==> src/tcw_pkg.sv <==
package tcw_pkg;

    localparam int CHAR_W  = 8;
    localparam int ATTR_W  = 8;
    localparam int FIELD_W = 11;

    localparam logic [CHAR_W-1:0] NEWLINE_CODE = 8'd10;
    localparam logic [CHAR_W-1:0] SPACE_CODE   = 8'h20;
    localparam logic [ATTR_W-1:0] BLANK_ATTR   = 8'h07;
    localparam logic [ATTR_W-1:0] ATTR_RESET   = 8'h07;

    localparam logic KIND_PRINT = 1'b0;
    localparam logic KIND_READ  = 1'b1;

    // register index as seen in paddr[2]
    localparam logic REG_TEXT_ATTRIBUTE = 1'b0;

    typedef enum logic [2:0] {
        ST_CLEAR,
        ST_IDLE,
        ST_READ,
        ST_COPY,
        ST_FILL
    } state_t;

    typedef enum logic [2:0] {
        OP_NONE,
        OP_ACCEPT,
        OP_READ_DONE,
        OP_CLEAR,
        OP_COPY,
        OP_FILL
    } op_t;

    typedef struct packed {
        op_t op;
    } cmd_t;

    typedef struct packed {
        logic out_full;
        logic scroll;
        logic cnt_copy_end;
        logic cnt_end;
    } status_t;

endpackage

==> src/tcw_ctrl.sv <==
module tcw_ctrl (
    input  logic             aclk,
    input  logic             aresetn,
    input  logic             s_tvalid,
    output logic             s_tready,
    input  logic             s_tuser,
    input  logic             m_tready,
    input  tcw_pkg::status_t status,
    output tcw_pkg::cmd_t    cmd
);
    import tcw_pkg::*;

    state_t state_reg;
    state_t state_next;

    always_ff @(posedge aclk) begin
        if (!aresetn) begin
            state_reg <= ST_CLEAR;
        end else begin
            state_reg <= state_next;
        end
    end

    always_comb begin
        state_next = state_reg;
        cmd.op     = OP_NONE;
        s_tready   = 1'b0;
        unique case (state_reg)
            ST_CLEAR: begin
                cmd.op = OP_CLEAR;
                if (status.cnt_end) begin
                    state_next = ST_IDLE;
                end
            end
            ST_IDLE: begin
                // take an item once the output register is free or being drained
                s_tready = !status.out_full || m_tready;
                if (s_tvalid && s_tready) begin
                    cmd.op = OP_ACCEPT;
                    if (s_tuser == KIND_READ) begin
                        state_next = ST_READ;
                    end else if (status.scroll) begin
                        state_next = ST_COPY;
                    end
                end
            end
            ST_READ: begin
                cmd.op     = OP_READ_DONE;
                state_next = ST_IDLE;
            end
            ST_COPY: begin
                cmd.op = OP_COPY;
                if (status.cnt_copy_end) begin
                    state_next = ST_FILL;
                end
            end
            ST_FILL: begin
                cmd.op = OP_FILL;
                if (status.cnt_end) begin
                    state_next = ST_IDLE;
                end
            end
            default: begin
                state_next = ST_IDLE;
            end
        endcase
    end

endmodule

==> config.mk <==
export PLATFORM = sky130hd
export DESIGN_NAME = tcw_ctrl
export DESIGN_NICKNAME = d
export VERILOG_FILES = /design/src/tcw_pkg.sv /design/src/tcw_ctrl.sv
export SDC_FILE = /design/constraint.sdc
export NUM_CORES = 1
export LEC_CHECK = 0
export ABC_AREA = 1
export BUFFER_PORTS_ARGS = -buffer_cell sky130_fd_sc_hd__buf_2
export CAP_MARGIN = 30
export CORE_AREA = 2 2 39 41
export CTS_CLUSTER_DIAMETER = 60
export DETAILED_ROUTE_END_ITERATION = 16
export DIE_AREA = 0 0 41 43
export PLACE_DENSITY = 0.36
export SETUP_SLACK_MARGIN = 0.4
export SLEW_MARGIN = 20
export SYNTH_ARGS = -nofsm -noshare
export SYNTH_HDL_FRONTEND = slang
export SYNTH_SLANG_ARGS = --single-unit
export TNS_END_PERCENT = 50
==> constraint.sdc <==
create_clock -name aclk -period 3.1 [get_ports aclk]
set_clock_uncertainty 0.2 [all_clocks]
set_input_delay 0.31 -clock aclk [delete_from_list [all_inputs] [get_ports aclk]]
set_output_delay 0.31 -clock aclk [all_outputs]
set_load 0.005 [all_outputs]
==> results.md <==
Outcome:
- The flow ran to the end, and the final reports show no timing, DRC or antenna violations.

Synth:
- After synthesis, the cell types taking the most area are sky130_fd_sc_hd__dfxtp_1 (25%), sky130_fd_sc_hd__nand2_1 (19%), sky130_fd_sc_hd__nor2_1 (14%).
- The mean cell area of the mapped netlist is 5.645 um2.
- The multiplexer area fraction after synthesis is 0%.
- Synthesis produced a netlist with a net count of 52.
- The synthesized design contains 3 register bits.
- After synthesis the cells add up to 242.7 um2.
- The synthesized netlist devotes 54.64% of its cell area to simple gates.
- The synthesized-area fraction occupied by ao, oa, aoi and oai cells is 9.794%.
- The share of the synthesized netlist area taken by xor and xnor gates is 0%.
- For this run, the number of Yosys warnings is 0.
- Of the synthesized area, sequential elements account for 24.74%.
- The number of instances in the synthesized netlist is 43.
- The arithmetic-cell share of the synthesized area counting full adders, half adders and majority gates is 0%.
- The portion of synthesized cell area occupied by the leading cell type is 24.74%.
- The largest family of logic cells by synthesized area is simple AND/OR/NAND/NOR gates.
- The biggest area consumer among synthesized cells is sky130_fd_sc_hd__dfxtp_1.
- After synthesis, the netlist uses 14 different library cells.

Global routing:
- Entering global routing, the biggest net connects 8 pins.
- The initial antenna violation count is 0.
- Global routing finished with a remaining overflow of 0.
- The wire length of the first global-routing pass is 986 um.
- The total routing usage reported by global routing is 8.726%.
- The number of global-route vias before repair is 260.

Critical path:
- The critical path in this run is classified as reg2out.
- The arrival time at the worst endpoint is 1.13 ns.
- STA classifies the critical path endpoint as an output port.
- STA puts the critical path data required time at 2.59 ns.
- In this run the worst path has a maximum fanout of 6.
- STA classifies the critical path startpoint as a flip-flop.

Placement:
- The count of buffers from port buffering is 12.
- The final HPWL from detailed placement is 456.5 um.
- The worst setup slack after placement is 1.689 ns.
- At the end of routability-driven placement, the weighted congestion stood at 0.7095.
- The count of placed standard cells including taps is 71.

Cells and area:
- Of the cells placed in the final design, the portion with a size suffix greater than 1 is 37.29%.
- Summing all multi-input logic gate instances after layout gives 156.4 um2.
- In the final design database the tool counted 69 nets.
- The library cells used most frequently in the layout, excluding fill and tap cells, are sky130_fd_sc_hd__nand2_1 (12), sky130_fd_sc_hd__buf_2 (12), sky130_fd_sc_hd__nor2_1 (9), sky130_fd_sc_hd__inv_1 (6), sky130_fd_sc_hd__nand2_2 (4).
- Once layout is complete, the cells apart from fillers number 75.
- The utilization after layout is 25.23%.
- The number of flip-flops in the largest register is 3.
- The number of filler instances in the final layout is 174.
- The layout overhead on the synthesized area is 43.81%.
- The area used by sequential logic in the layout is 60.06 um2.
- The number of diodes added for antenna fixing is 0.

STA:
- The time the final worst path needs with I/O delays and setup is 1.637 ns.
- The total of endpoints with negative setup slack in the final report is 0.
- The max-slew violation count is 0.
- Setup repair after global routing left no endpoint under its margin.
- The final hold violation count was 0.
- For the final routed database, the setup TNS stands at 0 ns.
- At the pin with the least slew margin, the transition time is 0.2250 ns.
- The worst slew margin relative to its limit is 84.98%.
- The tightest hold margin is 0.1339 ns.
- After layout, the worst path uses 52.81% of the clock period.
- The maximum clock frequency is 610.9 MHz.
- In the post-route analysis, the smallest setup slack over all paths is 1.463 ns.

Route:
- The remaining number of nets flagged by the antenna check after routing is 0.
- For this run, design rule violations remaining after detail routing come to 0.
- The number of iterations in the first detailed-routing pass is 3.
- The total detailed-routing wirelength is 555 um.
- The average routed wire per standard cell is 7.400 um.
- Across all layers, the routed design uses 285 vias.
- The first-iteration detailed-routing DRC count is 7.
- The via density per instance is 3.800.

Power:
- The share of total power in the clock network is 34.8%.
- For this design the static power due to leakage is 0.1998 nW.
- The combinational share of power is 36.2%.
- Summed over all nets, the switching power comes to 0.06889 mW.
- The internal power summed over all cells is 0.1261 mW.
- Sequential cells burn 29.0% of the power.
- Dividing total power by cell area gives a power density of 558.5 nW/um2.
- Net switching is 35.33% of the power.
- Across the VDD grid, the largest voltage drop is 0.0001504 V.

Clock network:
- The hold-fix buffer count after cts is 0.
- The H-tree depth is 1.
- TritonCTS built the clock tree.
- Post-CTS timing repair inserted 0 buffers for setup.
- The clock latency of the later-clocked register in the worst-skew pair is 0.23 ns.
- The number of buffers inserted during clock tree synthesis is 3.
- CTS saw 3 sinks.
- The master cell of the clock root buffer is sky130_fd_sc_hd__clkbuf_4.
- The number of gates given a new drive strength after cts is 0.
- The clock-pin transition on the worst setup and hold timing paths is 0.04 ns.
- The buffer depth of the longest clock path is 2.

Die:
- The floorplan has 14 rows.
- The effective utilization at floorplan is 17.54%.
- The area of the core is 1384 um2.
- The horizontal extent of the die is 41 um.
- 13 I/O pins were placed.
- In this run the vertical extent of the chip is 43 um.
- The overall die area is 1763 um2.

Hold path:
- The path class of the tightest hold or removal check is in2reg.

Run:
- Max-cap violations in this run came to 0.
-- layout make-up --
cell class | instances | area share (%)
multi-input cells | 33 | 44.80
flip-flops and latches | 3 | 17.20
repair buffers | 12 | 17.20
clock buffers | 4 | 7.527
inverters | 7 | 7.527
well taps | 16 | 5.735
-- final timing paths --
path,startpoint,end,slack [ns],depth (start not counted)
worst max-delay path,state_reg[2]$_SDFFE_PN0P_,s_tready,1.46,5
worst min-delay path,aresetn,state_reg[2]$_SDFFE_PN0P_,0.13,3
worst max register to register,state_reg[2]$_SDFFE_PN0P_,state_reg[2]$_SDFFE_PN0P_,1.75,9
worst min register to register,state_reg[1]$_SDFFE_PN0P_,state_reg[1]$_SDFFE_PN0P_,0.37,2
-- synthesized netlist by cell type (all sizes together) --
cell type	n
a21oi	1
and2	1
dfxtp	3
inv	7
nand2	16
nand3	1
nor2	11
o21a	1
o21ai	1
o22ai	1
-- power by group through the flow --
stage	registers [mW]	logic, mW	clock network [mW]
floorplan	0.0538	0.0508	0
finish	0.0565	0.0706	0.0678
CTS	0.0566	0.0726	0.0719
global route	0.0585	0.0827	0.0786
detailed placement	0.0574	0.0725	0
global placement	0.0577	0.0740	0
-- stage by stage --
stage,area [um2],power (mW)
after CTS,349.1,0.2012
after floorplan,242.7,0.1046
final,349.1,0.1950
after global placement,322.8,0.1317
after detailed placement,322.8,0.1299
after global routing,349.1,0.2199
-- logic make-up after synthesis --
logic type	count (synthesis)
simple gates	29
buf+inv	7
compound gates	4
flops	3
-- worst max-delay path, stage by stage (launching register included) --
cell	delay (ns)
sky130_fd_sc_hd__dfxtp_1	0.36
sky130_fd_sc_hd__inv_1	0.09
sky130_fd_sc_hd__nand2_1	0.05
sky130_fd_sc_hd__nor2_1	0.16
sky130_fd_sc_hd__and2_1	0.14
sky130_fd_sc_hd__buf_2	0.10
-- per-layer routing --
layer	track usage, %	vias up	wire (um)
li1	-	159	-
met1	12.18	118	262
met2	9.688	8	251
met3	3.141	0	41
met4	8.000	0	0
met5	0	-	0
Note: power is estimated with default switching activity, not from simulation.
